--- config.mk ---
export PLATFORM = sky130hd
export DESIGN_NAME = flex_touch_sensor_conditioner_flat
export DESIGN_NICKNAME = d
export VERILOG_FILES = /design/src/sv/fts_pkg.sv /design/src/sv/fts_if.sv /design/src/sv/fts_lane.sv /design/src/sv/fts_touch_vote.sv /design/src/sv/flex_touch_sensor_conditioner.sv /design/src/flat_wrapper.sv
export SDC_FILE = /design/constraint.sdc
export NUM_CORES = 2
export LEC_CHECK = 0
export ABC_AREA = 1
export CORE_MARGIN = 2
export CORE_UTILIZATION = 39
export CTS_CLUSTER_SIZE = 25
export DETAILED_ROUTE_END_ITERATION = 10
export DONT_BUFFER_PORTS = 1
export SYNTH_ARGS = -nofsm -noshare
export SYNTH_HDL_FRONTEND = slang
export SYNTH_SLANG_ARGS = --single-unit
--- constraint.sdc ---
create_clock -name clk_i -period 8.6 [get_ports clk_i]
set_clock_uncertainty 0.15 [all_clocks]
set_input_delay 0 -clock clk_i [delete_from_list [all_inputs] [get_ports clk_i]]
set_output_delay 0 -clock clk_i [all_outputs]
set_load 0.01 [all_outputs]
--- src/sv/fts_pkg.sv ---
// shared constants, types and state encodings of the flex and touch conditioner
`default_nettype none

package fts_pkg;

  localparam int SAMPW = 10;
  localparam int ANGW = 7;
  localparam int NCH = 3;
  localparam int TOUCHW = 3;
  localparam int MAX_DEG = 90;
  localparam int NREG = 6;
  localparam int REG_IDX_W = 3;

  localparam int DEF_FLEX_WINDOW = 10;
  localparam int DEF_TOUCH_WINDOW = 3;

  localparam logic [SAMPW-1:0] CAL_RESET [NREG] = '{
    10'd900, 10'd1023, 10'd850, 10'd960, 10'd890, 10'd965
  };

  localparam int BEND_LIMIT_TAB [NCH] = '{60, 77, 70};

  typedef enum logic [REG_IDX_W-1:0] {
    REG_CAL_LOW_A  = 3'd0,
    REG_CAL_HIGH_A = 3'd1,
    REG_CAL_LOW_B  = 3'd2,
    REG_CAL_HIGH_B = 3'd3,
    REG_CAL_LOW_C  = 3'd4,
    REG_CAL_HIGH_C = 3'd5
  } fts_reg_e;

  typedef enum logic [2:0] {
    L_IDLE,
    L_UPD,
    L_AVG,
    L_MAP,
    L_ANG,
    L_FIN,
    L_DONE
  } lane_state_e;

  typedef enum logic [1:0] {
    T_IDLE,
    T_CALC,
    T_HOLD
  } top_state_e;

  // per-item control handed from the sequencer to every lane
  typedef struct packed {
    logic start;
    logic seeded;
    logic fill;
  } lane_ctl_t;

endpackage

`default_nettype wire

--- src/sv/fts_if.sv ---
// input and output channel interfaces of the flex and touch conditioner
`default_nettype none

interface fts_in_if;
  import fts_pkg::*;

  logic              valid;
  logic              ready;
  logic [SAMPW-1:0]  flex_a;
  logic [SAMPW-1:0]  flex_b;
  logic [SAMPW-1:0]  flex_c;
  logic [TOUCHW-1:0] touch_raw;

  modport source (output valid, flex_a, flex_b, flex_c, touch_raw, input ready);
  modport sink (input valid, flex_a, flex_b, flex_c, touch_raw, output ready);
endinterface

interface fts_out_if;
  import fts_pkg::*;

  logic              valid;
  logic              ready;
  logic [SAMPW-1:0]  avg_a;
  logic [SAMPW-1:0]  avg_b;
  logic [SAMPW-1:0]  avg_c;
  logic [ANGW-1:0]   angle_a;
  logic [ANGW-1:0]   angle_b;
  logic [ANGW-1:0]   angle_c;
  logic [NCH-1:0]    bent_flags;
  logic [TOUCHW-1:0] touch_voted;

  modport source (output valid, avg_a, avg_b, avg_c, angle_a, angle_b, angle_c,
                  bent_flags, touch_voted, input ready);
  modport sink (input valid, avg_a, avg_b, avg_c, angle_a, angle_b, angle_c,
                bent_flags, touch_voted, output ready);
endinterface

`default_nettype wire

--- src/sv/fts_lane.sv ---
// one flex channel: sample window, running sum, bit-serial divider, angle map
`default_nettype none

module fts_lane #(
  parameter int FLEX_WINDOW = fts_pkg::DEF_FLEX_WINDOW,
  parameter int BEND_LIMIT = 60
) (
  input  logic                            clk_i,
  input  logic                            rst_ni,
  input  fts_pkg::lane_ctl_t              ctl_i,
  input  logic [$clog2(FLEX_WINDOW)-1:0]  slot_i,
  input  logic [fts_pkg::SAMPW-1:0]       sample_i,
  input  logic [fts_pkg::SAMPW-1:0]       cal_low_i,
  input  logic [fts_pkg::SAMPW-1:0]       cal_high_i,
  output logic                            done_o,
  output logic [fts_pkg::SAMPW-1:0]       avg_o,
  output logic [fts_pkg::ANGW-1:0]        angle_o,
  output logic                            bent_o
);
  import fts_pkg::*;

  localparam int SUMW = SAMPW + $clog2(FLEX_WINDOW);
  localparam int NUMW = SAMPW + $clog2(MAX_DEG + 1);
  localparam int NW = (SUMW > NUMW) ? SUMW : NUMW;
  localparam int DVSW = ($clog2(FLEX_WINDOW + 1) > SAMPW) ? $clog2(FLEX_WINDOW + 1) : SAMPW;
  localparam int CNTW = $clog2(NW);
  localparam int DIVL = $clog2(FLEX_WINDOW);
  localparam int RSH = SUMW + DIVL;
  localparam int RCPW = SUMW + 1;
  localparam int PRODW = SUMW + RCPW;
  localparam longint unsigned RECIP =
    ((64'd1 << RSH) + 64'(FLEX_WINDOW) - 64'd1) / 64'(FLEX_WINDOW);

  lane_state_e state_q, state_d;

  logic [SAMPW-1:0] win_mem [FLEX_WINDOW];
  logic [SAMPW-1:0] rd_q;
  logic [SAMPW-1:0] s_q, s_d;
  logic [SAMPW-1:0] seed_q, seed_d;
  logic             fill_q, fill_d;
  logic [SUMW-1:0]  sum_q, sum_d;
  logic [NW-1:0]    dvd_q, dvd_d;
  logic [DVSW-1:0]  rem_q, rem_d;
  logic [DVSW-1:0]  dvs_q, dvs_d;
  logic [CNTW-1:0]  cnt_q, cnt_d;
  logic [SAMPW-1:0] avg_q, avg_d;
  logic [ANGW-1:0]  angle_q, angle_d;

  logic [SAMPW-1:0] old_smp;
  logic [SUMW-1:0]  sum_new;
  logic [PRODW-1:0] prod;
  logic [SAMPW-1:0] avg_div;
  logic [DVSW:0]    shifted;
  logic [DVSW:0]    diff;
  logic             ge;
  logic [SAMPW-1:0] avg_now;
  logic [SAMPW-1:0] span;
  logic [NUMW-1:0]  num;
  logic             zero_ang;
  logic             last_step;

  // window memory: read the outgoing sample and write the new one in one beat
  always_ff @(posedge clk_i) begin
    if (ctl_i.start) begin
      win_mem[slot_i] <= sample_i;
      rd_q <= win_mem[slot_i];
    end
  end

  // entries not yet written since the first item hold that item's sample
  assign old_smp = fill_q ? seed_q : rd_q;
  assign sum_new = sum_q - SUMW'(old_smp) + SUMW'(s_q);

  // divide by the window length with a reciprocal multiply, exact over the sum range
  assign prod = PRODW'(sum_q) * PRODW'(RECIP);
  assign avg_div = prod[RSH +: SAMPW];

  // restoring division, one quotient bit per cycle
  assign shifted = {rem_q, dvd_q[NW-1]};
  assign diff = shifted - {1'b0, dvs_q};
  assign ge = (shifted >= {1'b0, dvs_q});
  assign last_step = (cnt_q == CNTW'(NW - 1));

  assign avg_now = dvd_q[SAMPW-1:0];
  assign span = cal_high_i - cal_low_i;
  assign num = NUMW'(avg_now - cal_low_i) * NUMW'(MAX_DEG);
  assign zero_ang = (cal_high_i <= cal_low_i) || (avg_now <= cal_low_i);

  always_comb begin
    state_d = state_q;
    unique case (state_q)
      L_IDLE: if (ctl_i.start) state_d = L_UPD;
      L_UPD:  state_d = L_AVG;
      L_AVG:  state_d = L_MAP;
      L_MAP:  state_d = L_ANG;
      L_ANG:  if (last_step) state_d = L_FIN;
      L_FIN:  state_d = L_DONE;
      L_DONE: state_d = L_IDLE;
      default: state_d = L_IDLE;
    endcase
  end

  always_comb begin
    s_d = s_q;
    seed_d = seed_q;
    fill_d = fill_q;
    sum_d = sum_q;
    dvd_d = dvd_q;
    rem_d = rem_q;
    dvs_d = dvs_q;
    cnt_d = cnt_q;
    avg_d = avg_q;
    angle_d = angle_q;
    unique case (state_q)
      L_IDLE: begin
        if (ctl_i.start) begin
          s_d = sample_i;
          fill_d = ctl_i.fill;
          if (!ctl_i.seeded) begin
            seed_d = sample_i;
            sum_d = SUMW'(sample_i) * SUMW'(FLEX_WINDOW);
          end
        end
      end
      L_UPD: begin
        sum_d = sum_new;
      end
      L_AVG: begin
        dvd_d = NW'(avg_div);
      end
      L_MAP: begin
        avg_d = avg_now;
        angle_d = '0;
        // zero angle divides zero by one so every lane keeps the same timing
        dvd_d = zero_ang ? '0 : NW'(num);
        rem_d = '0;
        dvs_d = zero_ang ? DVSW'(1) : DVSW'(span);
        cnt_d = '0;
      end
      L_ANG: begin
        rem_d = ge ? diff[DVSW-1:0] : shifted[DVSW-1:0];
        dvd_d = {dvd_q[NW-2:0], ge};
        cnt_d = cnt_q + CNTW'(1);
      end
      L_FIN: begin
        angle_d = (dvd_q > NW'(MAX_DEG)) ? ANGW'(MAX_DEG) : dvd_q[ANGW-1:0];
      end
      default: ;
    endcase
  end

  always_ff @(posedge clk_i or negedge rst_ni) begin
    if (!rst_ni) begin
      state_q <= L_IDLE;
    end else begin
      state_q <= state_d;
    end
  end

  always_ff @(posedge clk_i) begin
    s_q <= s_d;
    seed_q <= seed_d;
    fill_q <= fill_d;
    sum_q <= sum_d;
    dvd_q <= dvd_d;
    rem_q <= rem_d;
    dvs_q <= dvs_d;
    cnt_q <= cnt_d;
    avg_q <= avg_d;
    angle_q <= angle_d;
  end

  assign done_o = (state_q == L_DONE);
  assign avg_o = avg_q;
  assign angle_o = angle_q;
  assign bent_o = (angle_q > ANGW'(BEND_LIMIT));

endmodule

`default_nettype wire

--- src/sv/fts_touch_vote.sv ---
// touch pin history and per-pin majority vote
`default_nettype none

module fts_touch_vote #(
  parameter int TOUCH_WINDOW = fts_pkg::DEF_TOUCH_WINDOW
) (
  input  logic                       clk_i,
  input  logic                       rst_ni,
  input  logic                       take_i,
  input  logic [fts_pkg::TOUCHW-1:0] touch_i,
  output logic [fts_pkg::TOUCHW-1:0] voted_o
);
  import fts_pkg::*;

  localparam int TSW = (TOUCH_WINDOW > 1) ? $clog2(TOUCH_WINDOW) : 1;
  localparam int CW = $clog2(TOUCH_WINDOW + 1);
  localparam int MAJ = TOUCH_WINDOW / 2;

  logic [TOUCHW-1:0] hist_q [TOUCH_WINDOW];
  logic [TSW-1:0]    slot_q;
  logic [TOUCH_WINDOW-1:0] col [TOUCHW];
  logic [CW-1:0]     ones [TOUCHW];

  always_ff @(posedge clk_i or negedge rst_ni) begin
    if (!rst_ni) begin
      for (int j = 0; j < TOUCH_WINDOW; j++) hist_q[j] <= '0;
      slot_q <= '0;
    end else if (take_i) begin
      hist_q[slot_q] <= touch_i;
      slot_q <= (slot_q == TSW'(TOUCH_WINDOW - 1)) ? '0 : slot_q + TSW'(1);
    end
  end

  always_comb begin
    for (int c = 0; c < TOUCHW; c++) begin
      for (int j = 0; j < TOUCH_WINDOW; j++) col[c][j] = hist_q[j][c];
      ones[c] = CW'($countones(col[c]));
      voted_o[c] = (ones[c] > CW'(MAJ));
    end
  end

endmodule

`default_nettype wire

--- src/sv/flex_touch_sensor_conditioner.sv ---
// flex and touch sensor conditioner: three flex lanes, touch vote, result register
//
//   channel  dir  beat contents
//   in_i     in   flex_a, flex_b, flex_c, touch_raw
//   out_o    out  avg_a..c, angle_a..c, bent_flags, touch_voted
//   cfg      in   cfg_we_i, cfg_idx_i, cfg_data_i (six calibration registers)
//
// an item is accepted only when the lanes are done with the last one; NW is the angle
// divider width (17 at the default window): each lane divides its window sum by a
// reciprocal multiply, then runs its bit-serial divider once for the angle
// every lane takes the same path, a zero angle divides zero by one
// reset clears control state, the calibration registers and the touch history; there is no clearing pass after reset
// the next item is accepted while a result still waits in the output register;
// a finished result waits in the lanes while that register is full

`default_nettype none

module flex_touch_sensor_conditioner #(
  parameter int FLEX_WINDOW = fts_pkg::DEF_FLEX_WINDOW,
  parameter int TOUCH_WINDOW = fts_pkg::DEF_TOUCH_WINDOW
) (
  input  logic                          clk_i,
  input  logic                          rst_ni,
  fts_in_if.sink                        in_i,
  fts_out_if.source                     out_o,
  input  logic                          cfg_we_i,
  input  logic [fts_pkg::REG_IDX_W-1:0] cfg_idx_i,
  input  logic [fts_pkg::SAMPW-1:0]     cfg_data_i
);
  import fts_pkg::*;

  localparam int FSW = $clog2(FLEX_WINDOW);

  top_state_e state_q, state_d;

  logic [SAMPW-1:0] cal_q [NREG];
  logic [FSW-1:0]   slot_q;
  logic             seeded_q;
  logic             fill_q;

  logic             in_take;
  logic             out_free;
  logic             out_load;
  logic             ready;
  lane_ctl_t        ctl;
  logic [NCH-1:0]   lane_done;
  logic [NCH-1:0]   lane_bent;
  logic [SAMPW-1:0] lane_avg [NCH];
  logic [ANGW-1:0]  lane_angle [NCH];
  logic [SAMPW-1:0] flex_s [NCH];
  logic [TOUCHW-1:0] voted;

  logic              out_valid_q;
  logic [SAMPW-1:0]  avg_q [NCH];
  logic [ANGW-1:0]   angle_q [NCH];
  logic [NCH-1:0]    bent_q;
  logic [TOUCHW-1:0] voted_q;

  // calibration registers
  always_ff @(posedge clk_i or negedge rst_ni) begin
    if (!rst_ni) begin
      for (int r = 0; r < NREG; r++) cal_q[r] <= CAL_RESET[r];
    end else if (cfg_we_i) begin
      unique case (cfg_idx_i)
        REG_CAL_LOW_A:  cal_q[0] <= cfg_data_i;
        REG_CAL_HIGH_A: cal_q[1] <= cfg_data_i;
        REG_CAL_LOW_B:  cal_q[2] <= cfg_data_i;
        REG_CAL_HIGH_B: cal_q[3] <= cfg_data_i;
        REG_CAL_LOW_C:  cal_q[4] <= cfg_data_i;
        REG_CAL_HIGH_C: cal_q[5] <= cfg_data_i;
        default: ;
      endcase
    end
  end

  assign out_free = !out_valid_q || out_o.ready;
  assign in_take = in_i.valid && ready;

  always_comb begin
    state_d = state_q;
    unique case (state_q)
      T_IDLE: if (in_take) state_d = T_CALC;
      T_CALC: if (&lane_done) state_d = out_free ? T_IDLE : T_HOLD;
      T_HOLD: if (out_free) state_d = T_IDLE;
      default: state_d = T_IDLE;
    endcase
  end

  always_comb begin
    ready = 1'b0;
    out_load = 1'b0;
    unique case (state_q)
      T_IDLE: ready = 1'b1;
      T_CALC: out_load = (&lane_done) && out_free;
      T_HOLD: out_load = out_free;
      default: ;
    endcase
  end

  // window slot and first-pass tracking shared by all lanes
  always_ff @(posedge clk_i or negedge rst_ni) begin
    if (!rst_ni) begin
      state_q <= T_IDLE;
      slot_q <= '0;
      seeded_q <= 1'b0;
      fill_q <= 1'b1;
    end else begin
      state_q <= state_d;
      if (in_take) begin
        seeded_q <= 1'b1;
        if (slot_q == FSW'(FLEX_WINDOW - 1)) begin
          slot_q <= '0;
          fill_q <= 1'b0;
        end else begin
          slot_q <= slot_q + FSW'(1);
        end
      end
    end
  end

  assign ctl.start = in_take;
  assign ctl.seeded = seeded_q;
  assign ctl.fill = fill_q;

  assign flex_s[0] = in_i.flex_a;
  assign flex_s[1] = in_i.flex_b;
  assign flex_s[2] = in_i.flex_c;

  for (genvar g = 0; g < NCH; g++) begin : g_lane
    fts_lane #(
      .FLEX_WINDOW(FLEX_WINDOW),
      .BEND_LIMIT (BEND_LIMIT_TAB[g])
    ) u_lane (
      .clk_i      (clk_i),
      .rst_ni     (rst_ni),
      .ctl_i      (ctl),
      .slot_i     (slot_q),
      .sample_i   (flex_s[g]),
      .cal_low_i  (cal_q[2*g]),
      .cal_high_i (cal_q[2*g+1]),
      .done_o     (lane_done[g]),
      .avg_o      (lane_avg[g]),
      .angle_o    (lane_angle[g]),
      .bent_o     (lane_bent[g])
    );
  end

  fts_touch_vote #(
    .TOUCH_WINDOW(TOUCH_WINDOW)
  ) u_touch (
    .clk_i   (clk_i),
    .rst_ni  (rst_ni),
    .take_i  (in_take),
    .touch_i (in_i.touch_raw),
    .voted_o (voted)
  );

  // merge lane results into the output register
  always_ff @(posedge clk_i or negedge rst_ni) begin
    if (!rst_ni) begin
      out_valid_q <= 1'b0;
    end else if (out_load) begin
      out_valid_q <= 1'b1;
    end else if (out_o.ready) begin
      out_valid_q <= 1'b0;
    end
  end

  always_ff @(posedge clk_i) begin
    if (out_load) begin
      for (int c = 0; c < NCH; c++) begin
        avg_q[c] <= lane_avg[c];
        angle_q[c] <= lane_angle[c];
      end
      bent_q <= lane_bent;
      voted_q <= voted;
    end
  end

  assign in_i.ready = ready;
  assign out_o.valid = out_valid_q;
  assign out_o.avg_a = avg_q[0];
  assign out_o.avg_b = avg_q[1];
  assign out_o.avg_c = avg_q[2];
  assign out_o.angle_a = angle_q[0];
  assign out_o.angle_b = angle_q[1];
  assign out_o.angle_c = angle_q[2];
  assign out_o.bent_flags = bent_q;
  assign out_o.touch_voted = voted_q;

  a_lanes_lockstep: assert property (@(posedge clk_i) disable iff (!rst_ni)
    (lane_done != '0) |-> (lane_done == '1))
    else $error("lanes finished out of step");

  a_done_in_calc: assert property (@(posedge clk_i) disable iff (!rst_ni)
    (lane_done != '0) |-> (state_q == T_CALC))
    else $error("lane finished while sequencer not waiting");

  a_fill_ends_on_wrap: assert property (@(posedge clk_i) disable iff (!rst_ni)
    $fell(fill_q) |-> (slot_q == '0))
    else $error("first window pass ended away from slot zero");

  a_load_sets_valid: assert property (@(posedge clk_i) disable iff (!rst_ni)
    out_load |=> out_valid_q)
    else $error("loaded result not presented");

endmodule

`default_nettype wire

--- src/flat_wrapper.sv ---
// flat-port wrapper written by rule: the top's interface ports become plain ports
module flex_touch_sensor_conditioner_flat import fts_pkg::*;
#(
  parameter int FLEX_WINDOW = fts_pkg::DEF_FLEX_WINDOW,
  parameter int TOUCH_WINDOW = fts_pkg::DEF_TOUCH_WINDOW
)
  (clk_i, rst_ni, cfg_we_i, cfg_idx_i, cfg_data_i, in_i_valid, in_i_flex_a, in_i_flex_b, in_i_flex_c, in_i_touch_raw, in_i_ready, out_o_valid, out_o_avg_a, out_o_avg_b, out_o_avg_c, out_o_angle_a, out_o_angle_b, out_o_angle_c, out_o_bent_flags, out_o_touch_voted, out_o_ready);
  fts_in_if in_i_i ();
  fts_out_if out_o_i ();
  input  logic clk_i;
  input  logic rst_ni;
  input  logic cfg_we_i;
  input  logic [fts_pkg::REG_IDX_W-1:0] cfg_idx_i;
  input  logic [fts_pkg::SAMPW-1:0] cfg_data_i;
  input wire logic [$bits(in_i_i.valid)-1:0] in_i_valid;
  input wire logic [$bits(in_i_i.flex_a)-1:0] in_i_flex_a;
  input wire logic [$bits(in_i_i.flex_b)-1:0] in_i_flex_b;
  input wire logic [$bits(in_i_i.flex_c)-1:0] in_i_flex_c;
  input wire logic [$bits(in_i_i.touch_raw)-1:0] in_i_touch_raw;
  output wire logic [$bits(in_i_i.ready)-1:0] in_i_ready;
  output wire logic [$bits(out_o_i.valid)-1:0] out_o_valid;
  output wire logic [$bits(out_o_i.avg_a)-1:0] out_o_avg_a;
  output wire logic [$bits(out_o_i.avg_b)-1:0] out_o_avg_b;
  output wire logic [$bits(out_o_i.avg_c)-1:0] out_o_avg_c;
  output wire logic [$bits(out_o_i.angle_a)-1:0] out_o_angle_a;
  output wire logic [$bits(out_o_i.angle_b)-1:0] out_o_angle_b;
  output wire logic [$bits(out_o_i.angle_c)-1:0] out_o_angle_c;
  output wire logic [$bits(out_o_i.bent_flags)-1:0] out_o_bent_flags;
  output wire logic [$bits(out_o_i.touch_voted)-1:0] out_o_touch_voted;
  input wire logic [$bits(out_o_i.ready)-1:0] out_o_ready;
  assign in_i_i.valid = in_i_valid;
  assign in_i_i.flex_a = in_i_flex_a;
  assign in_i_i.flex_b = in_i_flex_b;
  assign in_i_i.flex_c = in_i_flex_c;
  assign in_i_i.touch_raw = in_i_touch_raw;
  assign in_i_ready = in_i_i.ready;
  assign out_o_valid = out_o_i.valid;
  assign out_o_avg_a = out_o_i.avg_a;
  assign out_o_avg_b = out_o_i.avg_b;
  assign out_o_avg_c = out_o_i.avg_c;
  assign out_o_angle_a = out_o_i.angle_a;
  assign out_o_angle_b = out_o_i.angle_b;
  assign out_o_angle_c = out_o_i.angle_c;
  assign out_o_bent_flags = out_o_i.bent_flags;
  assign out_o_touch_voted = out_o_i.touch_voted;
  assign out_o_i.ready = out_o_ready;
  flex_touch_sensor_conditioner #(.FLEX_WINDOW(FLEX_WINDOW), .TOUCH_WINDOW(TOUCH_WINDOW)) u_core (.clk_i(clk_i), .rst_ni(rst_ni), .in_i(in_i_i), .out_o(out_o_i), .cfg_we_i(cfg_we_i), .cfg_idx_i(cfg_idx_i), .cfg_data_i(cfg_data_i));
endmodule
**Word-level counts from Yosys, hierarchy flattened**

Memories as Yosys holds them, arrays and structs flattened. A register that Yosys moved wholly into a read port is not among the register bits.
Cells that the tools add are included.

- Register bits after elaboration: 377
- RAM bits: 351
- Input bits: 51
- Output and inout port bits: 59
- Word-level logic and storage cells: 259
- Memories kept: 5

- Add/sub/neg operators: 26
- Multiply operators: 9
- $lt $le $gt $ge: 20
- Equal/unequal tests: 42
- Muxes and demuxes: 58
- Bitwise gates (word level): 2
- Reductions and logical operators: 47

Memory list:

| memory | depth | width | read ports | clocked after memory_dff | write ports | RTL line | text |
|---|---|---|---|---|---|---|---|
| u_core.g_lane[0].u_lane.win_mem | 10 | 10 | 1 | 1 | 1 | fts_lane.sv:36 | `logic [SAMPW-1:0] win_mem [FLEX_WINDOW];` |
| u_core.g_lane[1].u_lane.win_mem | 10 | 10 | 1 | 1 | 1 | fts_lane.sv:36 |  |
| u_core.g_lane[2].u_lane.win_mem | 10 | 10 | 1 | 1 | 1 | fts_lane.sv:36 |  |
| u_core.avg_q | 3 | 10 | 3 | 0 | 3 | flex_touch_sensor_conditioner.sv:54 | `logic [SAMPW-1:0] avg_q [NCH];` |
| u_core.angle_q | 3 | 7 | 3 | 0 | 3 | flex_touch_sensor_conditioner.sv:55 | `logic [ANGW-1:0] angle_q [NCH];` |

Operators with widths:

| cell | count |
|---|---|
| $pmux W17 S3 | 3 |
| $mul A14 B15 Y28 const B | 3 |
| $mux W14 | 6 |
| $pmux W14 S2 | 3 |
| $le A10 B10 Y1 | 6 |
| $mux W10 | 6 |
| $pmux W10 S2 | 3 |
| $sub A10 B10 Y10 | 6 |
| $pmux W3 S6 | 3 |
| $gt A17 B7 Y1 const B | 3 |
| $mul A17 B6 Y16 const B | 3 |
| $mux W17 | 3 |
| $add A14 B10 Y14 | 3 |
| $pmux W7 S2 | 3 |
| $sub A14 B10 Y14 | 3 |
| $mul A10 B3 Y13 const B | 3 |
| $eq A3 B3 Y1 const B | 11 |
| $ge A11 B10 Y1 | 3 |
| $sub A10 B10 Y11 | 3 |
| $pmux W5 S2 | 3 |
| $reduce_and A2 Y1 | 13 |
| $eq A3 B2 Y1 const B | 8 |
| $reduce_and A3 Y1 | 8 |
| $mux W7 | 3 |
| other kinds (34) | 92 |

**Logic depth before layout (Yosys ltp)**

- Word-level depth: 6
- Mapped depth: 27
- Mapped depth without buffers: 27

**Modules after synthesis**

A second synthesis with hierarchy kept.

- Cell total of the unflattened synthesis: 6029
- Area, all modules: 54740.0 um2

Modules (own cells, without submodules):

| module | times used | cells an instance | area an instance (um2) | sequential area each (um2) |
|---|---|---|---|---|
| fts_lane (u_core.g_lane[2].u_lane) | 1 | 1883 | 16598.4 | 6200.9 |
| fts_lane (u_core.g_lane[1].u_lane) | 1 | 1883 | 16595.9 | 6200.9 |
| fts_lane (u_core.g_lane[0].u_lane) | 1 | 1875 | 16582.2 | 6200.9 |
| flex_touch_sensor_conditioner | 1 | 335 | 4451.8 | 3484.6 |
| fts_touch_vote | 1 | 53 | 511.7 | 275.3 |

**Worst setup path after synthesis**

OpenSTA, ideal clock, no wires.

- Path kind: reg2reg
- From: register u_core.g_lane[1].u_lane.sum_q[11]
- To: register u_core.g_lane[1].u_lane.dvd_q[2], data pin
- Setup time: 259 ps
- Arrival: 4666 ps
- Data required time: 8191 ps
- Path slack: 3525 ps
- Cell stages (with the launch flop): 21
- Path buffers: 0
- Period minus slack after synthesis: 5075 ps
- Cell sequence: edfxtp_1 fa_1 inv_1 fa_1 fa_1 fa_1 inv_1 fa_1 inv_1 fa_1 inv_1 ha_1 nand2_1 nor2_1 inv_1 nor2_1 nand3b_1 nand3_1 nand2_1 nand3_1 nand3_1

- Longest elaborated chain between the ends: 2

RTL lines:

| element | RTL line | text |
|---|---|---|
| start, declared | fts_lane.sv:41 | `logic [SUMW-1:0] sum_q, sum_d;` |
| start signal, assigned | fts_lane.sv:164 | `sum_q <= sum_d;` |
| $mul A14 B15 Y28 | fts_lane.sv:75 | `assign prod = PRODW'(sum_q) * PRODW'(RECIP);` |
| $pmux W17 S3 | fts_lane.sv:114 | `unique case (state_q)` |
| via u_core.g_lane[1].u_lane.dvd_d[2] | fts_lane.sv:42 | `logic [NW-1:0] dvd_q, dvd_d;` |
| end signal, assigned | fts_lane.sv:165 | `dvd_q <= dvd_d;` |
| end, declared | fts_lane.sv:42 |  |

The timed path passes the listed nets, and every way through them passes these cells.
A chain may end at the register's enable or synchronous reset.

**Worst setup path in the final report**

Same ends and word-level chain as after synthesis.

==> impl_metrics.ini <==
[worst_setup_path]
cp.required_ns = 8.88
cp-end-kind = flop
max_stage_delay_ns = 0.58
start_kind = flop
critPathMostFrequentCell = fa_1
reg2regPathDepth = 20
worst-setup-path-type = flop to flop
r2r_start = u_core.g_lane[1].u_lane.sum_q[11]
cp.arrival_ns = 5.77
r2r_end = u_core.g_lane[1].u_lane.dvd_q[2]
critPathMaxFanout = 6
crit_chain = fa_1, inv_1, fa_1, fa_1, fa_1, inv_1, fa_1, inv_1, fa_1, inv_1, ha_1, nand2_1, nor2_1, inv_1, nor2_1, nand3b_1, nand3_1, nand2_1, nand3_1, nand3_1
critPathSlowestCell = fa_1
reg2reg_slack_ns = 3.11

[worst_hold_path]
hold_path.class = input pin to flop
hold_end = u_core.cal_q[7]
hp-start = cfg_data_i[7]
hold_path_depth = 3

[timing]
min_period_ns = 5.489
grt_setup_unrepaired = no
drv_slew = 0
fin_crit_sh_pct = 63.82
relSlewSlack_pct = 20.78
finalWorstSetupSlack_ns = 3.111
holdWs_ns = 0.05980
hold_violations = 0
finalSetupViolations = 0
tns_ns = 0
fmax_mhz = 182.2
worst_pin_slew_ns = 1.186

[clock_network]
clk_pin_slew_ns = 0.06
cts.path.max_buffers = 3
post-cts-setup-buffers = 0
htreeDepth = 3
cts_tree = done
cts_sinks = 758
clock_latency_ns = 0.71
numCtsBuffers = 84
cts-root-buf = clkbuf_16

[logic_synthesis]
synth_flop_cell = edfxtp_1
synth-seq-cells = 758
synth_edf_count = 669
synthArstFlopShare_pct = 11.74
yosysWarnings = 0
ys_seq_area_share_pct = 41.32
netlist_area_um2 = 54120
syn_nets = 6804
syn_avg_cell_area_um2 = 9.157
netlist_instances = 5910
synthDistinctLibCells = 52

[detailed_routing]
firstDrtPassIters = 5
wl_per_cell_um = 16.73
ant_nets = 0
drt-vias-per-instance = 4.913
wl_um = 131500
drt_iter0_drc = 2296
num_vias = 38620
route.detailed.drc = 0

[placed_design]
place_worst_setup_slack_ns = 3.112
port_buffers = 0
gp_congestion = 0.9216
dpl.hpwl_um = 99440
place_area_um2 = 56300

[grt]
antenna_found_initial = 3
gr-total-overflow = 0
grt_pass1_vias = 38480
grt_max_degree = 61
grt.total_usage_pct = 18.71
grt_pass1_wl_um = 210700

[cells_and_area]
final_area_um2 = 59670
area_growth_pct = 10.27
fin_nets = 6891
fillers = 13250
drive_above_1_share_pct = 4.782

[flow_run]
cap_violations = 0

[die]
chipHeight_um = 376.5
dieArea_um2 = 141800
design.core.area_um2 = 137700
die_w_um = 376.5
rows = 136
io_pins = 110
initial_utilization_pct = 39.31

[run_status]
status = finished, final reports clean
## state kept, by name, indices dropped and copies added, names as in the netlist, 4 cells and up
name                          cells
u_core.cal_q                     60
u_core.u_touch.col                9
u_core.g_lane.u_lane.sum_q       42
u_core.slot_q                     4
u_core.g_lane.u_lane.avg_o       30
u_core.g_lane.u_lane.rem_q       30
u_core.g_lane.u_lane.win_mem    300
u_core.g_lane.u_lane.state_q      9
u_core.g_lane.u_lane.dvs_q       30
u_core.g_lane.u_lane.dvd_q       51
u_core.g_lane.u_lane.angle_o     21
u_core.g_lane.u_lane.cnt_q       15
u_core.g_lane.u_lane.s_q         30
u_core.angle_q                   21
u_core.g_lane.u_lane.rd_q        30
u_core.g_lane.u_lane.seed_q      30
u_core.avg_q                     30
## stage by stage
step                std cells  util (%)
floorplan                5910         -
CTS                      7859     43.35
global route             7860     43.35
detailed placement       7642     40.90
finish                   7860     43.35
global placement         7642     40.90
## kinds of logic after synthesis
group | synth area share (%)
AOI/OAI and AO/OA | 6.950
xor gates and xnor gates | 1.554
adders and majority gates | 23.36
buffers and inverters | 9.054
DFF | 41.32
muxes | 0.6242
and+or+nand+nor | 17.13
## how the worst max path moves through the flow
stage / start / endpoint / slack [ns] / cells past startpoint
3_5_place_dp: u_core.g_lane[1].u_lane.sum_q[11] / u_core.g_lane[1].u_lane.dvd_q[2] / 3.11 / 20
2_1_floorplan: u_core.g_lane[1].u_lane.sum_q[11] / u_core.g_lane[1].u_lane.dvd_q[2] / 3.52 / 20
6_report: u_core.g_lane[1].u_lane.sum_q[11] / u_core.g_lane[1].u_lane.dvd_q[2] / 3.11 / 20
5_1_grt: u_core.g_lane[1].u_lane.sum_q[11] / u_core.g_lane[1].u_lane.dvd_q[2] / 2.87 / 20
4_1_cts: u_core.g_lane[1].u_lane.sum_q[11] / u_core.g_lane[1].u_lane.dvd_q[2] / 3.09 / 20
3_3_place_gp: u_core.g_lane[1].u_lane.sum_q[11] / u_core.g_lane[1].u_lane.dvd_q[2] / 3.23 / 20
## worst max-delay path, delay by kind of cell, from the launching register on
family	cells	cell delay [ns]
fa+ha+maj	7	3.39
flops	1	0.50
simple gates	8	0.91
buf+inv	5	0.26
## layer usage
metal	vias up	wire [um]	GRT usage [%]	share of wire, %
met3	165	4945	2.177	3.8
li1	19400	-	-	-
met2	723	61000	31.38	46
met4	2	2783	4.430	2.1
met1	18330	62750	25.85	48
met5	-	11	0	0.0084
## cell type report
type,instances,area (um^2),area share [%]
multi-input cells,3857,26980,45.20
flip-flops and latches,758,22360,37.48
inverters,1209,4538,7.605
clock buffers,114,2256,3.780
well taps,1794,2245,3.761
repair buffers,87,845.8,1.417
clock inverters,40,447.9,0.7506
diodes,1,2.502,0.004193
## synthesized netlist by cell type (4+ instances only)
cell / number / area [um^2]
a21boi_0: 5 / 37.54
a21o_1: 17 / 127.6
a21oi_1: 216 / 1081
a22oi_1: 60 / 450.4
a31oi_1: 11 / 68.82
and2_1: 4 / 25.02
buf_1: 4 / 15.01
buf_2: 22 / 110.1
clkbuf_1: 57 / 214.0
dfrtp_1: 52 / 1301
dfstp_2: 37 / 972.2
edfxtp_1: 669 / 20090
fa_1: 279 / 5585
ha_1: 564 / 7057
inv_1: 1202 / 4512
inv_2: 6 / 22.52
mux2_2: 30 / 337.8
nand2_1: 1246 / 4677
nand2_2: 4 / 25.02
nand3_1: 378 / 1892
nand3_2: 7 / 70.07
nand3b_1: 14 / 105.1
nand4_1: 46 / 287.8
nor2_1: 447 / 1678
nor2_2: 5 / 31.28
nor3_1: 32 / 160.2
o211ai_1: 35 / 262.8
o21ai_0: 257 / 1286
o21ai_1: 19 / 95.09
o21bai_1: 26 / 195.2
o22ai_1: 4 / 25.02
or2_2: 23 / 143.9
xnor2_1: 52 / 455.4
xor2_1: 44 / 385.4
## cells in the final DEF (no fill, tap or decap), types with 37 or more instances in the layout
| master | count |
|---|---|
| nand3_1 | 378 |
| nand2_1 | 1246 |
| o21ai_0 | 257 |
| ha_1 | 564 |
| dlygate4sd3_1 | 61 |
| a22oi_1 | 60 |
| xor2_1 | 44 |
| xnor2_1 | 52 |
| clkbuf_16 | 85 |
| edfxtp_1 | 669 |
| fa_1 | 279 |
| dfstp_2 | 37 |
| dfrtp_1 | 51 |
| nand4_1 | 46 |
| nor2_1 | 433 |
| inv_1 | 1200 |
| a21oi_1 | 216 |
## timing repair
action,4_1_cts,5_1_grt
endpoints found under the hold margin,560,0
resized for setup,0,0
hold buffers,63,0
Power is not shown: default switching activity piles up to over one toggle a cycle in this logic, so the estimate is an artifact.
